### src/hdl/mfr_pkg.sv
`timescale 1ns / 1ps
// ----------------------------------------------------------------------------
// mfr_pkg
// Shared types, codes and size limits of the multichannel filter response
// engine.
// ----------------------------------------------------------------------------
package mfr_pkg;

  // Default size limits; the top level hands its own values down.
  localparam int MAX_MAP_H_DEF    = 64;
  localparam int MAX_MAP_W_DEF    = 64;
  localparam int MAX_CHANNELS_DEF = 32;
  localparam int MAX_FILT_H_DEF   = 16;
  localparam int MAX_FILT_W_DEF   = 16;

  // Reset values of the size registers before limiting to the maxima.
  localparam int MAP_H_RST  = 64;
  localparam int MAP_W_RST  = 64;
  localparam int CHAN_RST   = 32;
  localparam int FILT_H_RST = 8;
  localparam int FILT_W_RST = 8;

  // Field widths.
  localparam int MODE_W   = 2;
  localparam int ROW_W    = 6;
  localparam int COL_W    = 6;
  localparam int CHAN_W   = 5;
  localparam int VALUE_W  = 16;
  localparam int RESP_W   = 48;
  localparam int STATUS_W = 2;
  localparam int PROD_W   = 2 * VALUE_W;

  // Configuration port.
  localparam int CFG_AW = 5;
  localparam int CFG_DW = 32;
  localparam int REG_IDX_W = 3;

  localparam logic [REG_IDX_W-1:0] REG_MAP_H  = 3'd0;
  localparam logic [REG_IDX_W-1:0] REG_MAP_W  = 3'd1;
  localparam logic [REG_IDX_W-1:0] REG_CHAN   = 3'd2;
  localparam logic [REG_IDX_W-1:0] REG_FILT_H = 3'd3;
  localparam logic [REG_IDX_W-1:0] REG_FILT_W = 3'd4;

  // Item modes.
  localparam logic [MODE_W-1:0] MODE_MAP_WR  = 2'd0;
  localparam logic [MODE_W-1:0] MODE_FILT_WR = 2'd1;
  localparam logic [MODE_W-1:0] MODE_COMPUTE = 2'd2;

  // Result status codes.
  localparam logic [STATUS_W-1:0] ST_OK    = 2'd0;
  localparam logic [STATUS_W-1:0] ST_RANGE = 2'd1;
  localparam logic [STATUS_W-1:0] ST_SIZE  = 2'd2;

  // Active sizes, as held in the configuration registers.
  typedef struct packed {
    logic [6:0] map_h;
    logic [6:0] map_w;
    logic [5:0] chan;
    logic [4:0] filt_h;
    logic [4:0] filt_w;
  } mfr_cfg_t;

  function automatic int clamp_size(int v, int hi);
    if (v < 1) begin
      return 1;
    end
    if (v > hi) begin
      return hi;
    end
    return v;
  endfunction

endpackage

### src/hdl/mfr_cfg.sv
`timescale 1ns / 1ps
// ----------------------------------------------------------------------------
// mfr_cfg
// APB-style register file for the active map and filter sizes.
// ----------------------------------------------------------------------------
module mfr_cfg import mfr_pkg::*; #(
  parameter int MAX_MAP_H    = MAX_MAP_H_DEF,
  parameter int MAX_MAP_W    = MAX_MAP_W_DEF,
  parameter int MAX_CHANNELS = MAX_CHANNELS_DEF,
  parameter int MAX_FILT_H   = MAX_FILT_H_DEF,
  parameter int MAX_FILT_W   = MAX_FILT_W_DEF
) (
  input  logic              clk,
  input  logic              rst_n,
  input  logic              psel,
  input  logic              penable,
  input  logic              pwrite,
  input  logic [CFG_AW-1:0] paddr,
  input  logic [CFG_DW-1:0] pwdata,
  output logic [CFG_DW-1:0] prdata,
  output logic              pready,
  output mfr_cfg_t          cfg
);

  localparam logic [6:0] MAP_H_INIT  = 7'(clamp_size(MAP_H_RST, MAX_MAP_H));
  localparam logic [6:0] MAP_W_INIT  = 7'(clamp_size(MAP_W_RST, MAX_MAP_W));
  localparam logic [5:0] CHAN_INIT   = 6'(clamp_size(CHAN_RST, MAX_CHANNELS));
  localparam logic [4:0] FILT_H_INIT = 5'(clamp_size(FILT_H_RST, MAX_FILT_H));
  localparam logic [4:0] FILT_W_INIT = 5'(clamp_size(FILT_W_RST, MAX_FILT_W));

  mfr_cfg_t               cfg_r;
  logic                   wr_en;
  logic [REG_IDX_W-1:0]   reg_idx;

  assign pready  = 1'b1;
  assign wr_en   = psel && penable && pwrite;
  assign reg_idx = paddr[CFG_AW-1:2];

  always_ff @(posedge clk) begin
    if (!rst_n) begin
      cfg_r.map_h  <= MAP_H_INIT;
      cfg_r.map_w  <= MAP_W_INIT;
      cfg_r.chan   <= CHAN_INIT;
      cfg_r.filt_h <= FILT_H_INIT;
      cfg_r.filt_w <= FILT_W_INIT;
    end else if (wr_en) begin
      // Written values are held within one and the configured maximum.
      unique case (reg_idx)
        REG_MAP_H:  cfg_r.map_h  <= 7'(clamp_size(int'(pwdata[6:0]), MAX_MAP_H));
        REG_MAP_W:  cfg_r.map_w  <= 7'(clamp_size(int'(pwdata[6:0]), MAX_MAP_W));
        REG_CHAN:   cfg_r.chan   <= 6'(clamp_size(int'(pwdata[5:0]), MAX_CHANNELS));
        REG_FILT_H: cfg_r.filt_h <= 5'(clamp_size(int'(pwdata[4:0]), MAX_FILT_H));
        REG_FILT_W: cfg_r.filt_w <= 5'(clamp_size(int'(pwdata[4:0]), MAX_FILT_W));
        default: ;
      endcase
    end
  end

  always_comb begin
    unique case (reg_idx)
      REG_MAP_H:  prdata = {25'd0, cfg_r.map_h};
      REG_MAP_W:  prdata = {25'd0, cfg_r.map_w};
      REG_CHAN:   prdata = {26'd0, cfg_r.chan};
      REG_FILT_H: prdata = {27'd0, cfg_r.filt_h};
      REG_FILT_W: prdata = {27'd0, cfg_r.filt_w};
      default:    prdata = '0;
    endcase
  end

  assign cfg = cfg_r;

endmodule

### config.mk
export PLATFORM = sky130hd
export DESIGN_NAME = mfr_cfg
export DESIGN_NICKNAME = d
export VERILOG_FILES = /design/src/hdl/mfr_pkg.sv /design/src/hdl/mfr_cfg.sv
export SDC_FILE = /design/constraint.sdc
export NUM_CORES = 1
export LEC_CHECK = 0
export BUFFER_PORTS_ARGS = -buffer_cell sky130_fd_sc_hd__buf_4
export CAP_MARGIN = 30
export CORE_MARGIN = 4
export CORE_UTILIZATION = 46
export CTS_CLUSTER_SIZE = 14
export DETAILED_ROUTE_END_ITERATION = 10
export PLACE_DENSITY = 0.83
export REMOVE_ABC_BUFFERS = 1
export SYNTH_ARGS = -nofsm -noshare
export SYNTH_HDL_FRONTEND = slang
export SYNTH_SLANG_ARGS = --single-unit
### constraint.sdc
create_clock -name clk -period 3.4 [get_ports clk]
set_clock_uncertainty 0.1 [all_clocks]
set_input_delay 0.51 -clock clk [delete_from_list [all_inputs] [get_ports clk]]
set_output_delay 0.51 -clock clk [all_outputs]
set_load 0.02 [all_outputs]
==> results of run 1 <==
==> cell families after synthesis <==
kind of cell    after synthesis  synth area share [%]
simple gates                 64                 23.06
buf+inv                      37                 14.07
compound gates               35                 13.34
flops                        30                 34.81
mux                          24                 14.29
other cells                   2                0.4353
==> worst max-delay path: cells and delay by family <==
| kind | cells | cell delay (ns) |
|---|---|---|
| AO/OA/AOI/OAI | 2 | 0.35 |
| AND/OR/NAND/NOR | 1 | 0.33 |
| buffers and inverters | 3 | 0.49 |
==> placed cells by master (no fill, tap or decap), drive strengths merged <==
cell type / netlist / final
a31oi: 3 / 3
or4: 1 / 1
conb: 2 / 26
a22oi: 10 / 10
mux2i: 19 / 19
nand3b: 5 / 5
nand4b: 1 / 1
nor3b: 1 / 1
or3b: 1 / 1
nor2b: 23 / 23
o22ai: 5 / 5
nor2: 7 / 7
a21oi: 1 / 1
and3: 1 / 1
clkinv: 0 / 1
inv: 2 / 2
or3: 1 / 1
a21boi: 8 / 8
dfxtp: 30 / 30
buf: 30 / 51
nand2b: 1 / 1
o21ai: 8 / 8
nand2: 15 / 15
nor3: 3 / 3
clkbuf: 5 / 7
mux2: 5 / 5
nand3: 4 / 4
==> where the power goes <==
group	total [mW]	internal [mW]	switching (mW)
sequential	0.355	0.354	0.00173
combinational	0.105	0.0331	0.0718
clock	0.297	0.163	0.134
==> routing by layer <==
layer  vias up  track usage (%)  part of all wire, %
li1        712                -                    -
met1       678            21.64                   42
met2        80            30.08                   47
met3         9            4.783                  9.3
met4         0            7.809                  1.6
met5         -                0                    0
==> how the worst min path moves through the flow <==
stage / startpoint / endpoint
2_1_floorplan: cfg[11] / cfg[11]
3_3_place_gp: cfg[14] / cfg[14]
3_5_place_dp: cfg[14] / cfg[14]
4_1_cts: cfg[14] / cfg[14]
5_1_grt: cfg[12] / cfg[12]
6_report: cfg[14] / cfg[14]
==> final cells by class <==
type                    instances  area, sq um  share of cell area (%)
clock inverters                 1        5.005                  0.2370
inverters                       2        7.507                  0.3554
well taps                      46        57.56                   2.725
flip-flops and latches         30        600.6                   28.44
clock buffers                   7        86.33                   4.088
repair buffers                 51        382.9                   18.13
multi-input cells             149        972.2                   46.03
==> through the flow <==
stage,util [%],hold WS [ns]
floorplan,-,0.4481
global placement,58.26,0.3651
detailed placement,58.26,0.3706
CTS,60.89,0.3789
global route,60.89,0.4112
finish,60.89,0.3776
==> results.toml, run 1 <==
[die]
die_w_um = 69.25
dieArea_sq_mm = 0.004795
rows = 21
start_util_pct = 49.75
io-pin-count = 105
die_h_um = 69.25
core_area_sq_mm = 0.003468

[cts]
cts.sinks = 30
clock_latency_ns = 0.29
cts_tree = "yes"
cts.clk_slew.worst_paths_ns = 0.06
cts_repair_resize_count = 0
h-tree-depth = 2
cts_setup_buffers = 0
cts_buffers = 5
hold_buffers = 0
clock_tree.buffer_depth = 2
clock-root-buffer = "clkbuf_8"

[cells_and_area]
antenna_cells = 0
largest_register_ffs = 30
final_nets = 281
area_growth_pct = 22.41
drive_above_1_share_pct = 29.17
post-route-cell-area_sq_mm = 0.002112
final_cell_count_no_fill = 286
final.fill_count = 333

[placement]
io_buffer_count = 51
placed_cell_area_sq_mm = 0.002021
post-place-ws_ns = 1.127
place.gp.congestion = 0.8230
dp_cells = 278
hpwl_um = 3162

[timing]
tightest_slew_ns = 0.5065
fin_ws_ns = 1.101
fmax_mhz = 435.0
hold_violations = 0
finalCriticalPeriod_ns = 2.299
post-route-period-util_pct = 67.61
rsz0062_at_grt = "no"
setup_viol = 0
relSlewSlack_pct = 66.12
fin_setup_tns_ns = 0
maxSlewViolCount = 0

[grt]
grt_overflow_total = 0
track_usage_pct = 18.02
grt_start_max_net_pins = 32
grt_pass1_wl_um = 7038
antenna_found_initial = 0
grt_pass1_vias = 1413

[hold_path]
worstHoldPathType = "register to register"
hold_path_depth = 2

[synthesis]
synth_top_cell_area_share_pct = 34.81
synth_area_leaders = "dfxtp_1, buf_4, mux2i_1"
synth_cells = 192
yosys-top-cells-count = "dfxtp_1, buf_4, nor2b_1"
yosysMostFrequentCell = "dfxtp_1"
synthFlopType = "dfxtp_1"
synth_warnings = 0
avgSynthCellArea_sq_um = 8.986
yosys.area.top_type = "dfxtp_1"
syn_area_sq_mm = 0.001725
ys_seq_area_share_pct = 34.81
ys_ff_latch = 30
synth_edf_count = 0
synth_async_sr_flop_share_pct = 0
yosys.cell_types.count = 32

[route]
wirelength_um = 4227
drc = 0
postRouteAntennaNets = 0
avgRoutedWirePerCell_um = 14.78
first_pass_iters = 4
vias_per_cell = 5.171
via_count = 1479
drtIter0Drc = 79

[setup_path]
cp.required_ns = 2.79
r2r_slack_ns = 2.62
cp_common_cell = "buf_4"
path_cells = "buf_4 > inv_2 > nor2_1 > a22oi_1 > o22ai_1 > buf_4"
crit_fanout = 14
critPathLaunchType = "primary input"
crit_path_top_delay_cell = "nor2_1"
crit-reg2reg-capture = "cfg[7]"
end_kind = "output pin"
criticalPathCategory = "primary input to output pin"
regToRegStartpoint = "cfg[7]"
cp_data_arrival_time_ns = 1.69
cpPeakStageDelay_ns = 0.33
worstSetupEndpoint = "prdata[3]"
worstSetupStartpoint = "paddr[2]"
reg2reg_depth = 2

[outcome]
status = "finished clean"

[job]
max-cap-violations = 0

[power]
finalPower_uw = 757.4
power-per-cell-area_mw_per_mm2 = 358.6
p_leak_nw = 0.9019
ir_worst_vdd_mv = 0.2307
Power figures use the tool's default switching activity.
==> inputs of run 2 (changes only) <==
Settings changed: ABC_AREA set to 1, CORE_UTILIZATION 46 to 39, PLACE_DENSITY 0.83 to 0.75.
Clock period 3.4 ns to 1.9 ns, I/O delays scaled along.
==> results.toml, run 2 <==
[outcome]
status = "finished clean"

[setup_path]
cp_data_arrival_time_ns = 1.28
criticalPathCategory = "primary input to output pin"
crit-reg2reg-capture = "cfg[25]"
cp.required_ns = 1.51
critPathLaunchType = "primary input"
regToRegStartpoint = "cfg[25]"
crit_path_top_delay_cell = "inv_1"
cpPeakStageDelay_ns = 0.25
end_kind = "output pin"
critPathTopFamily = "buffers and inverters"
crit_fanout = 7
reg2reg_depth = 3
path_buf_inv = 3
path_cells = "buf_4 > nor2_1 > nand2_1 > inv_1 > nand2_1 > nand2_1 > nor2_1 > nand2_1 > buf_4"
r2r_slack_ns = 1.08
cp_common_cell = "nand2_1"

[cts]
cts_tree = "yes"
h-tree-depth = 2
cts_buffers = 5
clock-root-buffer = "clkbuf_8"
cts.clk_slew.worst_paths_ns = 0.06
clock_latency_ns = 0.28
hold_buffers = 0
clock_tree.buffer_depth = 2
cts_setup_buffers = 0
cts_repair_resize_count = 0
cts.sinks = 30

[cells_and_area]
area_growth_pct = 24.18
layout_commonest_cell = "nand2_1"
final_cell_mix = "nand2_1, nor2_1, buf_4, dfxtp_1, conb_1"
antenna_cells = 0
final_nets = 353
drive_above_1_share_pct = 22.44
largest_register_ffs = 30

[grt]
track_usage_pct = 16.92
grt_pass1_wl_um = 7113
grt_start_max_net_pins = 30
grt_overflow_total = 0
grt_pass1_vias = 1547
antenna_found_initial = 0

[power]
ir_worst_vdd_mv = 0.3165
p_leak_nw = 1.128
power-per-cell-area_mw_per_mm2 = 649.6

[die]
die_h_um = 73.76
start_util_pct = 41.27
core_area_sq_mm = 0.004086
die_w_um = 73.76
rows = 23
io-pin-count = 105
dieArea_sq_mm = 0.005441

[route]
first_pass_iters = 4
drc = 0
avgRoutedWirePerCell_um = 12.11
drtIter0Drc = 87
vias_per_cell = 4.564
postRouteAntennaNets = 0
wirelength_um = 4385
via_count = 1652

[synthesis]
syn_area_sq_mm = 0.001687
avgSynthCellArea_sq_um = 6.487
synthFlopType = "dfxtp_1"
ys_ff_latch = 30
yosys.area.top_type = "dfxtp_1"
synth_area_leaders = "dfxtp_1, nand2_1, nor2_1"
synth_edf_count = 0
synth_cells = 260
yosys.cell_types.count = 20
yosys-top-cells-count = "nand2_1, nor2_1, dfxtp_1"
synth_top_cell_area_share_pct = 35.61
yosysMostFrequentCell = "nand2_1"
synth_async_sr_flop_share_pct = 0
ys_seq_area_share_pct = 35.61
synth_warnings = 0

[hold_path]
hold_start = "pwdata[2]"
worstHoldPathType = "primary input to register"
min_delay_worst_endpoint = "cfg[12]"
hold_path_depth = 3

[job]
max-cap-violations = 0

[placement]
place.gp.congestion = 0.8200
io_buffer_count = 51
hpwl_um = 3347
post-place-ws_ns = 0.2269

[timing]
post-route-period-util_pct = 87.87
setup_viol = 0
finalCriticalPeriod_ns = 1.670
maxSlewViolCount = 0
rsz0062_at_grt = "no"
hold_violations = 0
fmax_mhz = 599.0
fin_ws_ns = 0.2304
fin_setup_tns_ns = 0
[run 2: changes by cell type after synthesis, sizes merged, moves of 4 or more]
cell    previous run  this run
nand2             15        69
nor2               7        60
nor2b             23         0
mux2i             19         0
inv                2        18
o21ai              8        23
a22oi             10         0
nand3              4        14
a21boi             8         0
a21oi              1         8
mux2               5         0
nand3b             5         0
o22ai              5         0
clkbuf             5         1
[run 2: logic make-up (layout without fill, tap and decap cells)]
kind of cell	count (synthesis)	count (layout)	share of synthesized area [%]
and+or+nand+nor	144	144	35.90
buffers and inverters	49	77	16.99
AOI/OAI and AO/OA	35	35	11.05
DFF	30	30	35.61
other	2	26	0.4453
[run 2: stage by stage]
stage,utilization (%),std cells,area [sq um],power [mW],hold slack (ns)
6_report,51.26,362,2095,1.361,0.1910
5_1_grt,51.26,362,2095,1.430,0.1929
4_1_cts,51.26,362,2095,1.380,0.1805
3_5_place_dp,49.02,354,2003,0.8510,0.3727
3_3_place_gp,49.02,354,2003,0.8498,0.3722
2_1_floorplan,-,253,1558,0.7714,0.2691
[run 2: report_power, final]
| part | switching [mW] | internal [mW] |
|---|---|---|
| Sequential | 0.00584 | 0.637 |
| Combinational | 0.141 | 0.0556 |
| Clock | 0.230 | 0.292 |
[run 2: how the worst max path moves through the flow]
stage,depth (start not counted),startpoint,end
after floorplan,7,paddr[3],prdata[0]
after global placement,9,paddr[3],prdata[0]
after detailed placement,9,paddr[3],prdata[4]
after CTS,9,paddr[3],prdata[4]
after global routing,9,paddr[3],prdata[0]
final,9,paddr[3],prdata[4]
[run 2: worst reg2reg max path: stages (launching register included)]
cell      delay [ns]
dfxtp_1         0.35
o21bai_1        0.12
nand2_1         0.07
a21oi_1         0.11
[run 2: per-layer routing]
metal	track usage (%)	share of wire [%]
met4	4.829	0.91
met1	22.26	43
met2	27.17	48
met5	0	0
met3	4.378	8.4
[run 2: final cells by class]
| cell class | count | area [sq um] |
|---|---|---|
| Tap cell | 50 | 62.56 |
| Fill cell | 435 | 1992 |
| Multi-Input combinational cell | 205 | 889.6 |
| Inverter | 18 | 67.56 |
| Clock buffer | 7 | 86.33 |
| Timing Repair Buffer | 51 | 382.9 |
| Clock inverter | 1 | 5.005 |
| Sequential cell | 30 | 600.6 |
