===== config.mk =====
export PLATFORM = sky130hd
export DESIGN_NAME = mfr_engine_flat
export DESIGN_NICKNAME = d
export VERILOG_FILES = /design/src/hdl/mfr_pkg.sv /design/src/hdl/mfr_in_if.sv /design/src/hdl/mfr_out_if.sv /design/src/hdl/mfr_engine.sv /design/src/flat_wrapper.sv
export SDC_FILE = /design/constraint.sdc
export NUM_CORES = 1
export LEC_CHECK = 0
export ABC_AREA = 1
export BUFFER_PORTS_ARGS = -buffer_cell sky130_fd_sc_hd__buf_2
export CELL_PAD_IN_SITES_DETAIL_PLACEMENT = 0
export CELL_PAD_IN_SITES_GLOBAL_PLACEMENT = 2
export CORE_MARGIN = 3
export CORE_UTILIZATION = 40
export CTS_CLUSTER_SIZE = 40
export DETAILED_ROUTE_END_ITERATION = 10
export GPL_ROUTABILITY_DRIVEN = 0
export MAX_ROUTING_LAYER = met4
export PLACE_DENSITY_LB_ADDON = 0.1
export SETUP_SLACK_MARGIN = 0.1
export SLEW_MARGIN = 20
export SYNTH_ARGS = -nofsm -noshare
export SYNTH_HDL_FRONTEND = slang
export SYNTH_SLANG_ARGS = --single-unit

===== constraint.sdc =====
create_clock -name clk -period 10.9 [get_ports clk]
set_clock_uncertainty 0.1 [all_clocks]
set_input_delay 1.635 -clock clk [delete_from_list [all_inputs] [get_ports clk]]
set_output_delay 1.635 -clock clk [all_outputs]
set_load 0.01 [all_outputs]

===== src/hdl/mfr_pkg.sv =====
`timescale 1ns / 1ps
// ----------------------------------------------------------------------------
// mfr_pkg
// Shared types, codes and size limits of the multichannel filter response
// engine.
// ----------------------------------------------------------------------------
package mfr_pkg;

  // Default size limits; the top level hands its own values down.
  localparam int MAX_MAP_H_DEF    = 64;
  localparam int MAX_MAP_W_DEF    = 64;
  localparam int MAX_CHANNELS_DEF = 32;
  localparam int MAX_FILT_H_DEF   = 16;
  localparam int MAX_FILT_W_DEF   = 16;

  // Reset values of the size registers before limiting to the maxima.
  localparam int MAP_H_RST  = 64;
  localparam int MAP_W_RST  = 64;
  localparam int CHAN_RST   = 32;
  localparam int FILT_H_RST = 8;
  localparam int FILT_W_RST = 8;

  // Field widths.
  localparam int MODE_W   = 2;
  localparam int ROW_W    = 6;
  localparam int COL_W    = 6;
  localparam int CHAN_W   = 5;
  localparam int VALUE_W  = 16;
  localparam int RESP_W   = 48;
  localparam int STATUS_W = 2;
  localparam int PROD_W   = 2 * VALUE_W;

  // Configuration port.
  localparam int CFG_AW = 5;
  localparam int CFG_DW = 32;
  localparam int REG_IDX_W = 3;

  localparam logic [REG_IDX_W-1:0] REG_MAP_H  = 3'd0;
  localparam logic [REG_IDX_W-1:0] REG_MAP_W  = 3'd1;
  localparam logic [REG_IDX_W-1:0] REG_CHAN   = 3'd2;
  localparam logic [REG_IDX_W-1:0] REG_FILT_H = 3'd3;
  localparam logic [REG_IDX_W-1:0] REG_FILT_W = 3'd4;

  // Item modes.
  localparam logic [MODE_W-1:0] MODE_MAP_WR  = 2'd0;
  localparam logic [MODE_W-1:0] MODE_FILT_WR = 2'd1;
  localparam logic [MODE_W-1:0] MODE_COMPUTE = 2'd2;

  // Result status codes.
  localparam logic [STATUS_W-1:0] ST_OK    = 2'd0;
  localparam logic [STATUS_W-1:0] ST_RANGE = 2'd1;
  localparam logic [STATUS_W-1:0] ST_SIZE  = 2'd2;

  // Active sizes, as held in the configuration registers.
  typedef struct packed {
    logic [6:0] map_h;
    logic [6:0] map_w;
    logic [5:0] chan;
    logic [4:0] filt_h;
    logic [4:0] filt_w;
  } mfr_cfg_t;

  function automatic int clamp_size(int v, int hi);
    if (v < 1) begin
      return 1;
    end
    if (v > hi) begin
      return hi;
    end
    return v;
  endfunction

endpackage


===== src/hdl/mfr_in_if.sv =====
`timescale 1ns / 1ps
// ----------------------------------------------------------------------------
// mfr_in_if
// Input channel: one map write, filter write or response request per
// transaction.
// ----------------------------------------------------------------------------
interface mfr_in_if import mfr_pkg::*; ();
  logic                       valid;
  logic                       ready;
  logic [MODE_W-1:0]          mode;
  logic [ROW_W-1:0]           row;
  logic [COL_W-1:0]           col;
  logic [CHAN_W-1:0]          channel;
  logic signed [VALUE_W-1:0]  value;

  modport source (output valid, mode, row, col, channel, value, input ready);
  modport sink (input valid, mode, row, col, channel, value, output ready);
endinterface


===== src/hdl/mfr_out_if.sv =====
`timescale 1ns / 1ps
// ----------------------------------------------------------------------------
// mfr_out_if
// Result channel: one response and status per transaction.
// ----------------------------------------------------------------------------
interface mfr_out_if import mfr_pkg::*; ();
  logic                      valid;
  logic                      ready;
  logic signed [RESP_W-1:0]  response;
  logic [STATUS_W-1:0]       status;

  modport source (output valid, response, status, input ready);
  modport sink (input valid, response, status, output ready);
endinterface


===== src/hdl/mfr_engine.sv =====
`timescale 1ns / 1ps
// ----------------------------------------------------------------------------
// mfr_engine
// Item sequencer: checks each transaction, writes the stores, and walks
// the filter window with one multiply-accumulate per cycle.
// ----------------------------------------------------------------------------
module mfr_engine import mfr_pkg::*; #(
  parameter int MAX_MAP_H    = MAX_MAP_H_DEF,
  parameter int MAX_MAP_W    = MAX_MAP_W_DEF,
  parameter int MAX_CHANNELS = MAX_CHANNELS_DEF,
  parameter int MAX_FILT_H   = MAX_FILT_H_DEF,
  parameter int MAX_FILT_W   = MAX_FILT_W_DEF,
  parameter int MAW          = 17,
  parameter int FAW          = 13
) (
  input  logic                 clk,
  input  logic                 rst_n,
  input  mfr_cfg_t             cfg,
  mfr_in_if.sink               in_ch,
  mfr_out_if.source            out_ch,
  output logic                 map_we,
  output logic [MAW-1:0]       map_waddr,
  output logic                 map_re,
  output logic [MAW-1:0]       map_raddr,
  input  logic [VALUE_W-1:0]   map_rdata,
  output logic                 filt_we,
  output logic [FAW-1:0]       filt_waddr,
  output logic                 filt_re,
  output logic [FAW-1:0]       filt_raddr,
  input  logic [VALUE_W-1:0]   filt_rdata,
  output logic [VALUE_W-1:0]   wdata
);

  localparam int MAP_ROW  = MAX_MAP_W * MAX_CHANNELS;
  localparam int FILT_ROW = MAX_FILT_W * MAX_CHANNELS;

  typedef enum logic [4:0] {
    S_IDLE  = 5'b00001,
    S_CHECK = 5'b00010,
    S_RUN   = 5'b00100,
    S_DRAIN = 5'b01000,
    S_DONE  = 5'b10000
  } state_t;

  state_t                     state_r, state_nxt;

  // Accepted transaction.
  logic [MODE_W-1:0]          mode_r;
  logic [ROW_W-1:0]           row_r;
  logic [COL_W-1:0]           col_r;
  logic [CHAN_W-1:0]          ch_r;
  logic [VALUE_W-1:0]         val_r;

  // Window walk.
  logic [4:0]                 i_r, i_nxt;
  logic [4:0]                 j_r, j_nxt;
  logic [5:0]                 c_r, c_nxt;
  logic [MAW-1:0]             map_row_r, map_row_nxt, map_pos_r, map_pos_nxt;
  logic [FAW-1:0]             filt_row_r, filt_row_nxt, filt_pos_r, filt_pos_nxt;

  logic [STATUS_W-1:0]        status_r, status_nxt, chk_status;
  logic                       rd_vld_r, prod_vld_r;
  logic signed [PROD_W-1:0]   prod_r;
  logic signed [RESP_W-1:0]   acc_r, acc_nxt;

  logic                       out_valid_r, out_valid_nxt;
  logic signed [RESP_W-1:0]   out_resp_r;
  logic [STATUS_W-1:0]        out_status_r;

  logic                       in_fire, out_free, last_c, last_j, last_i;
  logic [MAW-1:0]             map_base;

  assign in_ch.ready = (state_r == S_IDLE);
  assign in_fire     = in_ch.valid && in_ch.ready;
  assign out_free    = !out_valid_r || out_ch.ready;

  // Status of the held transaction against the active sizes.
  always_comb begin
    unique case (mode_r)
      MODE_MAP_WR: begin
        chk_status = ({1'b0, row_r} < cfg.map_h && {1'b0, col_r} < cfg.map_w &&
                      {1'b0, ch_r} < cfg.chan) ? ST_OK : ST_RANGE;
      end
      MODE_FILT_WR: begin
        chk_status = ({1'b0, row_r} < {2'b0, cfg.filt_h} &&
                      {1'b0, col_r} < {2'b0, cfg.filt_w} &&
                      {1'b0, ch_r} < cfg.chan) ? ST_OK : ST_RANGE;
      end
      MODE_COMPUTE: begin
        if ({2'b0, cfg.filt_h} > cfg.map_h || {2'b0, cfg.filt_w} > cfg.map_w) begin
          chk_status = ST_SIZE;
        end else if ({1'b0, row_r} > cfg.map_h - {2'b0, cfg.filt_h} ||
                     {1'b0, col_r} > cfg.map_w - {2'b0, cfg.filt_w}) begin
          chk_status = ST_RANGE;
        end else begin
          chk_status = ST_OK;
        end
      end
      default: chk_status = ST_RANGE;
    endcase
  end

  // Store addresses: row-major, channel fastest.
  assign map_waddr = MAW'(int'(row_r) * MAP_ROW + int'(col_r) * MAX_CHANNELS + int'(ch_r));
  assign filt_waddr = FAW'(int'(row_r) * FILT_ROW + int'(col_r) * MAX_CHANNELS + int'(ch_r));
  assign map_base  = MAW'(int'(row_r) * MAP_ROW + int'(col_r) * MAX_CHANNELS);
  assign wdata     = val_r;

  assign map_we  = (state_r == S_CHECK) && (mode_r == MODE_MAP_WR) && (chk_status == ST_OK);
  assign filt_we = (state_r == S_CHECK) && (mode_r == MODE_FILT_WR) && (chk_status == ST_OK);

  assign map_re     = (state_r == S_RUN);
  assign filt_re    = (state_r == S_RUN);
  assign map_raddr  = map_pos_r + MAW'(c_r);
  assign filt_raddr = filt_pos_r + FAW'(c_r);

  assign last_c = (c_r == cfg.chan - 6'd1);
  assign last_j = (j_r == cfg.filt_w - 5'd1);
  assign last_i = (i_r == cfg.filt_h - 5'd1);

  always_comb begin
    state_nxt     = state_r;
    i_nxt         = i_r;
    j_nxt         = j_r;
    c_nxt         = c_r;
    map_row_nxt   = map_row_r;
    map_pos_nxt   = map_pos_r;
    filt_row_nxt  = filt_row_r;
    filt_pos_nxt  = filt_pos_r;
    status_nxt    = status_r;
    acc_nxt       = acc_r;
    out_valid_nxt = out_valid_r;

    if (out_ch.ready) begin
      out_valid_nxt = 1'b0;
    end

    // The accumulator takes each product in the cycle after the multiplier.
    if (prod_vld_r) begin
      acc_nxt = acc_r + RESP_W'(prod_r);
    end

    unique case (state_r)
      S_IDLE: begin
        if (in_fire) begin
          state_nxt = S_CHECK;
        end
      end
      S_CHECK: begin
        status_nxt   = chk_status;
        acc_nxt      = '0;
        i_nxt        = '0;
        j_nxt        = '0;
        c_nxt        = '0;
        map_row_nxt  = map_base;
        map_pos_nxt  = map_base;
        filt_row_nxt = '0;
        filt_pos_nxt = '0;
        state_nxt    = (mode_r == MODE_COMPUTE && chk_status == ST_OK) ? S_RUN : S_DONE;
      end
      S_RUN: begin
        if (!last_c) begin
          c_nxt = c_r + 6'd1;
        end else begin
          c_nxt = '0;
          if (!last_j) begin
            j_nxt        = j_r + 5'd1;
            map_pos_nxt  = map_pos_r + MAW'(MAX_CHANNELS);
            filt_pos_nxt = filt_pos_r + FAW'(MAX_CHANNELS);
          end else begin
            j_nxt = '0;
            if (!last_i) begin
              i_nxt        = i_r + 5'd1;
              map_row_nxt  = map_row_r + MAW'(MAP_ROW);
              map_pos_nxt  = map_row_r + MAW'(MAP_ROW);
              filt_row_nxt = filt_row_r + FAW'(FILT_ROW);
              filt_pos_nxt = filt_row_r + FAW'(FILT_ROW);
            end else begin
              state_nxt = S_DRAIN;
            end
          end
        end
      end
      S_DRAIN: begin
        if (!rd_vld_r && !prod_vld_r) begin
          state_nxt = S_DONE;
        end
      end
      S_DONE: begin
        if (out_free) begin
          out_valid_nxt = 1'b1;
          state_nxt     = S_IDLE;
        end
      end
      default: state_nxt = S_IDLE;
    endcase
  end

  always_ff @(posedge clk) begin
    if (!rst_n) begin
      state_r     <= S_IDLE;
      out_valid_r <= 1'b0;
      rd_vld_r    <= 1'b0;
      prod_vld_r  <= 1'b0;
    end else begin
      state_r     <= state_nxt;
      out_valid_r <= out_valid_nxt;
      rd_vld_r    <= (state_r == S_RUN);
      prod_vld_r  <= rd_vld_r;
    end
  end

  always_ff @(posedge clk) begin
    if (in_fire) begin
      mode_r <= in_ch.mode;
      row_r  <= in_ch.row;
      col_r  <= in_ch.col;
      ch_r   <= in_ch.channel;
      val_r  <= in_ch.value;
    end
    i_r        <= i_nxt;
    j_r        <= j_nxt;
    c_r        <= c_nxt;
    map_row_r  <= map_row_nxt;
    map_pos_r  <= map_pos_nxt;
    filt_row_r <= filt_row_nxt;
    filt_pos_r <= filt_pos_nxt;
    status_r   <= status_nxt;
    acc_r      <= acc_nxt;
    if (rd_vld_r) begin
      prod_r <= $signed(map_rdata) * $signed(filt_rdata);
    end
    if (state_r == S_DONE && out_free) begin
      out_resp_r   <= (status_r == ST_OK) ? acc_r : '0;
      out_status_r <= status_r;
    end
  end

  assign out_ch.valid    = out_valid_r;
  assign out_ch.response = out_resp_r;
  assign out_ch.status   = out_status_r;

endmodule


===== src/flat_wrapper.sv =====
// flat-port wrapper written by rule: the top's interface ports become plain ports
module mfr_engine_flat import mfr_pkg::*;
#(
  parameter int MAX_MAP_H    = MAX_MAP_H_DEF,
  parameter int MAX_MAP_W    = MAX_MAP_W_DEF,
  parameter int MAX_CHANNELS = MAX_CHANNELS_DEF,
  parameter int MAX_FILT_H   = MAX_FILT_H_DEF,
  parameter int MAX_FILT_W   = MAX_FILT_W_DEF,
  parameter int MAW          = 17,
  parameter int FAW          = 13
)
  (clk, rst_n, cfg, map_we, map_waddr, map_re, map_raddr, map_rdata, filt_we, filt_waddr, filt_re, filt_raddr, filt_rdata, wdata, in_ch_valid, in_ch_mode, in_ch_row, in_ch_col, in_ch_channel, in_ch_value, in_ch_ready, out_ch_valid, out_ch_response, out_ch_status, out_ch_ready);
  mfr_in_if in_ch_i ();
  mfr_out_if out_ch_i ();
  input  logic clk;
  input  logic rst_n;
  input  mfr_cfg_t cfg;
  output logic map_we;
  output logic [MAW-1:0] map_waddr;
  output logic map_re;
  output logic [MAW-1:0] map_raddr;
  input  logic [VALUE_W-1:0] map_rdata;
  output logic filt_we;
  output logic [FAW-1:0] filt_waddr;
  output logic filt_re;
  output logic [FAW-1:0] filt_raddr;
  input  logic [VALUE_W-1:0] filt_rdata;
  output logic [VALUE_W-1:0] wdata;
  input wire logic [$bits(in_ch_i.valid)-1:0] in_ch_valid;
  input wire logic [$bits(in_ch_i.mode)-1:0] in_ch_mode;
  input wire logic [$bits(in_ch_i.row)-1:0] in_ch_row;
  input wire logic [$bits(in_ch_i.col)-1:0] in_ch_col;
  input wire logic [$bits(in_ch_i.channel)-1:0] in_ch_channel;
  input wire logic [$bits(in_ch_i.value)-1:0] in_ch_value;
  output wire logic [$bits(in_ch_i.ready)-1:0] in_ch_ready;
  output wire logic [$bits(out_ch_i.valid)-1:0] out_ch_valid;
  output wire logic [$bits(out_ch_i.response)-1:0] out_ch_response;
  output wire logic [$bits(out_ch_i.status)-1:0] out_ch_status;
  input wire logic [$bits(out_ch_i.ready)-1:0] out_ch_ready;
  assign in_ch_i.valid = in_ch_valid;
  assign in_ch_i.mode = in_ch_mode;
  assign in_ch_i.row = in_ch_row;
  assign in_ch_i.col = in_ch_col;
  assign in_ch_i.channel = in_ch_channel;
  assign in_ch_i.value = in_ch_value;
  assign in_ch_ready = in_ch_i.ready;
  assign out_ch_valid = out_ch_i.valid;
  assign out_ch_response = out_ch_i.response;
  assign out_ch_status = out_ch_i.status;
  assign out_ch_i.ready = out_ch_ready;
  mfr_engine #(.MAX_MAP_H(MAX_MAP_H), .MAX_MAP_W(MAX_MAP_W), .MAX_CHANNELS(MAX_CHANNELS), .MAX_FILT_H(MAX_FILT_H), .MAX_FILT_W(MAX_FILT_W), .MAW(MAW), .FAW(FAW)) u_core (.clk(clk), .rst_n(rst_n), .cfg(cfg), .in_ch(in_ch_i), .out_ch(out_ch_i), .map_we(map_we), .map_waddr(map_waddr), .map_re(map_re), .map_raddr(map_raddr), .map_rdata(map_rdata), .filt_we(filt_we), .filt_waddr(filt_waddr), .filt_re(filt_re), .filt_raddr(filt_raddr), .filt_rdata(filt_rdata), .wdata(wdata));
endmodule

==> reports/qor.yml, run 1 <==
fp.dieArea_sq_um: 65400
timing.hold.ws_ps: 409
totalWireLength_mm: 67.4
synthArstFlopShare: 0
grt-ovfl-total: 0
setup-violations-final: 0
netlist_area_sq_um: 24900
area_growth_pct: 11.3
layout.nets: 3797
start_util: 0.409
hold_class: "register to register"
dp_hpwl_mm: 56.0
antenna_found_initial: 0
crit_type: "primary input to register"
post-route-min-period_ps: 7300
cts_buffer_depth: 3
finalHoldViolCount: 0
syn_inst: 3065
cts_max_level: 1
syn_avg_cell_area_sq_um: 8.14
fp-row-count: 90
clk_latency_ps: 570
drt-initial-drc-count: 827
core_area_sq_um: 61000
p_leak_nw: 14.2
synth_ff_type: "edfxtp_1"
status: "finished, final reports clean"
die_h_um: 256
routed-via-count: 19478
ys_warn_count: 0
grt_pass1_wl_mm: 109
ys_seq_area_frac: 0.257
synth_seq_cells: 232
cts.hold.buffers_added: 0
setup_tns_ps: 0
boundaryPins: 233
post_cts_buffers: 0
grt_pass1_vias: 20408
drc: 0
synth.distinct_cells: 56
synth_top_area_share: 0.214
numCtsBuffers: 29
clock.fmax_mhz: 137
cp-end-kind: "register"
path_clk_slew_ps: 50
path_max_fanout: 16
peakVddDrop_mv: 0.297
stdcell_count: 4087
die_x_um: 256
cts_num_sinks: 232
start_kind: "primary input"
synth_edf_count: 176
grt_max_degree: 70
slew_headroom: 0.390
cts_resized: 0
cp_data_required_time_ps: 11100
cts_tree: "done"
wl_per_cell_um: 16.5
min_period_over_period: 0.669
yosys.area.top_type: "fa_1"
power.density_nw_per_um2: 356
track_usage: 0.212
vias_per_cell: 4.77
layout-drive-gt1-share: 0.103
ant_nets: 0
io_buffers: 232
reg2reg_slack_ps: 7600
fillCellCount: 6327
dr.pass1.iters: 5
n_antenna_cell: 0
dp_cells: 4032
crit_arrival_ps: 7500
syn_nets: 3626
tightest_slew_ps: 916
synth.top_cells.by_area: "fa_1 21%, edfxtp_1 21%, inv_1 11%"
cap_violations: 0
rsz0062_at_grt: "false"
slew_violations: 0
root_buffer: "clkbuf_16"
## placed cells by master, fill, tap and decap left out, drive strengths merged, types with 11 or more instances in the layout
cell type	netlist	layout
inv	764	766
nand2	558	558
fa	267	267
nor2	262	262
buf	24	239
ha	193	193
edfxtp	176	176
a21oi	176	176
o21ai	126	126
xor2	94	94
nand3	88	88
dfxtp	56	56
xnor2	50	50
clkbuf	75	36
nor3	31	31
nand4	23	23
clkinv	2	13
a21o	12	12
or2	11	11
o211ai	11	11
o21bai	11	11
## sequential cells by signal, indices dropped and copies added, names as in the netlist
register / count
u_core.acc_r: 48
u_core.c_r: 6
u_core.ch_r: 5
u_core.col_r: 6
u_core.filt_pos_r: 13
u_core.filt_row_r: 4
u_core.i_r: 5
u_core.j_r: 5
u_core.map_pos_r: 12
u_core.map_row_r: 12
u_core.mode_r: 2
u_core.out_ch.response: 48
u_core.out_ch.status: 2
u_core.out_ch.valid: 1
u_core.prod_r: 32
u_core.prod_vld_r: 1
u_core.rd_vld_r: 1
u_core.row_r: 6
u_core.state_r: 5
u_core.status_r: 2
u_core.wdata: 16
## where the power goes
part	total, mW	switching (mW)	internal [mW]
sequential	1.62	0.142	1.47
combinational	7.30	4.52	2.78
clock	0.960	0.385	0.575
total	9.88	5.05	4.83
## layer usage
layer / share of wire / track usage / vias up
met5: 0 / - / -
met4: 0.021 / 0.0447 / 0
met3: 0.034 / 0.0182 / 76
met2: 0.47 / 0.354 / 322
met1: 0.47 / 0.283 / 9346
li1: - / - / 9734
## per-stage QoR
step | worst slack (ps) | instance area [sq um] | power (mW) | util
after CTS | 3540 | 27700 | 10.0 | 0.455
after detailed placement | 2960 | 26800 | 9.00 | 0.439
after global routing | 3160 | 27800 | 11.1 | 0.455
after floorplan | 3350 | 24900 | 7.19 | -
final | 3600 | 27800 | 9.88 | 0.455
after global placement | 3030 | 26800 | 8.99 | 0.439
## synth_stat cells (23+ instances only)
library cell / n
nand2_1: 550
dfxtp_1: 56
clkbuf_1: 75
o21ai_0: 110
nor3_1: 31
xor2_1: 94
xnor2_1: 50
nand3_1: 84
a21oi_1: 173
ha_1: 193
inv_1: 762
fa_1: 267
nor2_1: 260
nand4_1: 23
edfxtp_1: 176
## layout make-up
class	instances	area, sq um	share of cell area
Tap cell	828	1040	0.0373
Clock buffer	36	772	0.0278
Multi-Input combinational cell	1968	15300	0.550
Inverter	766	2880	0.104
Timing Repair Buffer	239	1230	0.0442
Clock inverter	18	186	0.00672
Sequential cell	232	6410	0.231
## path summary, 6_finish.rpt
path	depth (start not counted)	from	end
setup / recovery	19	map_rdata[15]	u_core.prod_r[29]
hold / removal	2	u_core.acc_r[47]	u_core.acc_r[47]
hold reg to reg	2	u_core.acc_r[47]	u_core.acc_r[47]
setup reg to reg	9	u_core.state_r[3]	u_core.i_r[1]
## critical path: stages
cell	delay [ps]
buf_2	310
nand2_1	180
fa_1	590
inv_1	80
fa_1	930
inv_1	210
fa_1	570
fa_1	440
fa_1	520
fa_1	540
inv_1	40
ha_1	350
nand2_1	110
nor3_1	250
nand4_1	120
nand3_1	200
a21oi_1	130
o21ai_0	210
xor2_1	90
## cell families after synthesis
kind of cell	Yosys count	share of synthesized area
AO/OA/AOI/OAI	379	0.0870
XOR/XNOR	144	0.0506
adder cells (fa/ha/maj)	460	0.311
buffers and inverters	865	0.133
flip-flops	232	0.257
AND/OR/NAND/NOR	985	0.162
No activity file was read; power rests on OpenSTA's default activity.
==> run 2: changes to the inputs <==
Settings changed: ABC_AREA 1 to 0, CORE_UTILIZATION 40 to 35.
Clock period 10.9 ns to 6.55 ns, I/O delays scaled along.
==> reports/qor.yml, run 2 <==
start_util: 0.356
synth_edf_count: 176
cts_buffer_depth: 3
path_max_fanout: 8
path_clk_slew_ps: 60
grt_use_met1: 0.241
layout.nets: 3338
syn_inst: 2451
antenna_found_initial: 1
synthArstFlopShare: 0
path_common_cell: "fa_1"
synth_ff_type: "edfxtp_1"
drc: 0
start_kind: "primary input"
clock.fmax_mhz: 157
grt_pass1_wl_mm: 101
synth.top_cells.by_area: "fa_1 23%, edfxtp_1 22%, ha_1 10%"
layout-drive-gt1-share: 0.186
numCtsBuffers: 28
fp.dieArea_sq_um: 70700
finalHoldViolCount: 0
track_usage: 0.182
met3_usage: 0.0156
io_buffers: 232
top_usage_layer: "met2"
worstPathCellList: "buf_6 -> and2_4 -> fa_1 -> inv_1 -> fa_2 -> fa_1 -> fa_1 -> inv_1 -> fa_1 -> inv_1 -> fa_1 -> inv_2 -> ha_4 -> a2111o_1 -> o21ai_4 -> o31ai_4 -> a41o_1 -> o41ai_4 -> buf_4 -> o41ai_2 -> xor2_1"
die_h_um: 266
fin_area_sq_um: 28000
syn_avg_cell_area_sq_um: 9.64
gr-usage-met2: 0.308
final_cell_mix: "398 x inv_1, 258 x fa_1, 214 x buf_2"
core_area_sq_um: 66300
boundaryPins: 233
yosysMostFrequentCell: "inv_1"
crit_slowest_cell: "fa_2"
rsz0062_at_grt: "true"
timing.hold.ws_ps: 394
ys_warn_count: 0
synth_top_area_share: 0.226
syn_nets: 3012
worst_path_dominant_cell_family: "adder cells"
synth_seq_cells: 232
cp_num_buf_inv: 6
dr.pass1.iters: 5
totalWireLength_mm: 62.4
crit_arrival_ps: 6550
synth.distinct_cells: 73
ant_nets: 0
ys_seq_area_frac: 0.271
vias_per_cell: 4.75
root_buffer: "clkbuf_16"
yosys-top-cells-count: "410 x inv_1, 267 x fa_1, 204 x nand2_1, 193 x ha_1, 180 x and2_1"
stdcell_count: 3664
slew_headroom: 0.343
post-route-min-period_ps: 6360
clk_latency_ps: 570
hold_class: "register to register"
tightest_slew_ps: 985
cts_tree: "done"
dp_cells: 3605
slew_violations: 0
cp-end-kind: "register"
cts.hold.buffers_added: 0
dp_slack_ps: -632
area_growth_pct: 18.6
min_period_over_period: 0.972
crit_path_max_incr_delay_ps: 580
drt-initial-drc-count: 657
wl_per_cell_um: 17.0
fp-row-count: 94
cp_data_required_time_ps: 6730
crit_type: "primary input to register"
dpl_cell_area_sq_um: 26800
grt-ovfl-total: 0
netlist_area_sq_um: 23600
routed-via-count: 17389
yosys.area.top_type: "fa_1"
final_common_cell: "inv_1"
setup_slack_ps: 186
cap_violations: 0
cts_num_sinks: 232
die_x_um: 266
cts_max_level: 1
grt_pass1_vias: 18612
dp_hpwl_mm: 51.9
status: "finished, final reports clean"
setup-violations-final: 0
grt_max_degree: 59
[run 2: path summary, 6_finish.rpt]
| check | from | to | slack, ps | cells after the start |
|---|---|---|---|---|
| setup / recovery | map_rdata[5] | u_core.prod_r[30] | 190 | 21 |
| hold / removal | u_core.acc_r[47] | u_core.acc_r[47] | 390 | 2 |
| setup reg to reg | u_core.prod_r[31] | u_core.acc_r[44] | 3000 | 10 |
| hold reg to reg | u_core.acc_r[47] | u_core.acc_r[47] | 390 | 2 |
[run 2: final cells by class]
type | instances | area, sq um
Antenna cell | 1 | 2.50
Clock buffer | 37 | 776
Clock inverter | 15 | 211
Fill cell | 6680 | 38300
Inverter | 410 | 1540
Multi-Input combinational cell | 1718 | 15600
Sequential cell | 232 | 6410
Tap cell | 864 | 1080
Timing Repair Buffer | 387 | 2420
[run 2: cell families (layout without fill, tap and decap cells)]
kind of cell	Yosys count	count (layout)	share of synthesized area
flip-flops	232	232	0.271
adder cells (fa/ha/maj)	460	460	0.328
buffers and inverters	501	849	0.0823
AND/OR/NAND/NOR	726	726	0.152
other	0	1	0
multiplexers	32	32	0.0136
XOR/XNOR	156	156	0.0578
AO/OA/AOI/OAI	344	344	0.0951
[run 2: per-stage QoR]
stage / setup TNS (ps) / util
6_report: 0 / 0.423
5_1_grt: -96.8 / 0.423
4_1_cts: 0 / 0.419
3_5_place_dp: -4500 / 0.404
3_3_place_gp: -4070 / 0.404
2_1_floorplan: -459 / -
[run 2: worst min-delay path, stage by stage, from the launching register on]
cell	delay (ps)
dfxtp_1	320
nand3_1	70
a21oi_1	60
[run 2: per-layer routing]
layer  up-vias  wire length (um)
met3        56              1770
met2       222             30100
met5         -                 0
met4         0              1120
li1       8608                 -
met1      8503             29400
[run 2: timing repair]
| action | CTS | global route |
|---|---|---|
| setup endpoints to repair | 4 | 8 |
| resized for setup | 2 | 81 |
| setup buffers | 2 | 4 |
| pin swaps | 4 | 37 |
Power of run 2 is not shown: default switching activity piles up to over one toggle a cycle in this logic, so the estimate is an artifact.
==> run 3: changes to the inputs <==
Settings changed: ABC_AREA 0 to 1, BUFFER_PORTS_ARGS -buffer_cell sky130_fd_sc_hd__buf_2 to default, CORE_UTILIZATION 35 to 36, DONT_BUFFER_PORTS from default to 1, SKIP_LAST_GASP from default to 1.
==> reports/qor.yml, run 3 (synthesis results as in run 1) <==
status: "finished, final reports clean"
grt-ovfl-total: 0
cp-end-kind: "register"
min_period_over_period: 0.923
seqCellArea_sq_um: 6410
finalHoldViolCount: 0
slew_headroom: 0.362
cp_data_required_time_ps: 6760
numCtsBuffers: 30
cp.depth: 19
maxUsedRoutingLayer: "met4"
io_buffers: 0
worstPathCellList: "inv_1 -> buf_4 -> nor2_1 -> fa_1 -> fa_1 -> fa_1 -> fa_1 -> fa_1 -> inv_1 -> fa_1 -> inv_1 -> ha_1 -> a21oi_1 -> o21ai_0 -> a21oi_1 -> nand3_1 -> a21oi_1 -> o21ai_1 -> xor2_1"
wl_met1_mm: 32.8
dr.pass1.iters: 5
layout-drive-gt1-share: 0.0440
track_usage: 0.197
reg2regPathDepth: 10
die_x_um: 269
wl_met2_mm: 33.4
dp_cells: 3910
met3_length_mm: 2.21
slew_violations: 0
n_antenna_cell: 0
fin_util: 0.398
cts_tree: "done"
stdcell_count: 3967
start_kind: "primary input"
dpl_cell_area_sq_um: 25900
root_buffer: "clkbuf_16"
worst_path_dominant_cell_family: "adder cells"
final_cell_mix: "761 x inv_1, 550 x nand2_1, 266 x fa_1"
vias_per_cell: 4.70
die_h_um: 269
path_clk_slew_ps: 70
crit_type: "primary input to register"
crit_arrival_ps: 6250
boundaryPins: 233
area_growth_pct: 8.24
reg2reg_slack_ps: 2980
post_cts_buffers: 0
grt_pass1_wl_mm: 111
path_max_fanout: 4
rsz0062_at_grt: "false"
hp-start: "in_ch_col[5]"
tightest_slew_ps: 956
clk_latency_ps: 580
cts_num_sinks: 232
holdPathStages: 0
fp-row-count: 95
cts_resized: 0
cp_num_buf_inv: 4
wl_per_cell_um: 17.5
antenna_found_initial: 0
reg2reg_from: "u_core.c_r[4]"
routed-via-count: 18637
cts.hold.buffers_added: 0
final_common_cell: "inv_1"
hold_end: "u_core.col_r[5]"
cts_buffer_depth: 3
cts_max_level: 1
core_area_sq_um: 67900
fp.dieArea_sq_um: 72500
crit_slowest_cell: "fa_1"
multiInputGateArea_sq_um: 15300
post-route-min-period_ps: 6040
fin_area_sq_um: 27000
cap_violations: 0
drc: 0
fillCellCount: 7017
drt-initial-drc-count: 747
ant_nets: 0
setup_tns_ps: 0
layout.nets: 3583
path_common_cell: "fa_1"
grt_pass1_vias: 19859
start_util: 0.368
r2r_end: "u_core.filt_pos_r[7]"
setup-violations-final: 0
hold_class: "primary input to register"
clock.fmax_mhz: 165
totalWireLength_mm: 69.5
grt_max_degree: 70
dp_hpwl_mm: 57.7
crit_path_max_incr_delay_ps: 540
## run 3: changes by cell type in the layout (fill, tap and decap cells not counted), moves of 81 or more
cell / delta
a21oi_1: +81
nand2_1: +349
inv_1: +363
buf_4: -133
nor2_1: +99
buf_2: -214
and2_1: -167
## run 3: layout make-up
type,count,area share
multi-input combinational,1968,0.565
sequential,232,0.237
inverter,766,0.107
tap,921,0.0427
clock buffer,31,0.0283
clock inverter,25,0.0129
timing repair buffer,24,0.00714
## run 3: through the flow
| step | worst slack [ps] | hold WS (ps) |
|---|---|---|
| after CTS | 556 | 337 |
| after global routing | 247 | 344 |
| after global placement | 17.0 | 406 |
| after detailed placement | -54.7 | 411 |
| final | 505 | 384 |
| after floorplan | 102 | 317 |
## run 3: worst max path at each step
stage	from	endpoint
after global routing	map_rdata[15]	u_core.prod_r[29]
final	filt_rdata[15]	u_core.prod_r[29]
after floorplan	map_rdata[6]	u_core.prod_r[29]
after detailed placement	filt_rdata[15]	u_core.prod_r[29]
after global placement	filt_rdata[15]	u_core.prod_r[29]
after CTS	filt_rdata[15]	u_core.prod_r[29]
## run 3: per-layer routing
metal,track usage,vias to the layer above
met5,-,-
met4,0.0344,0
met3,0.0211,61
met2,0.332,292
met1,0.259,8979
li1,-,9305
Power of run 3 is left out for the same reason.
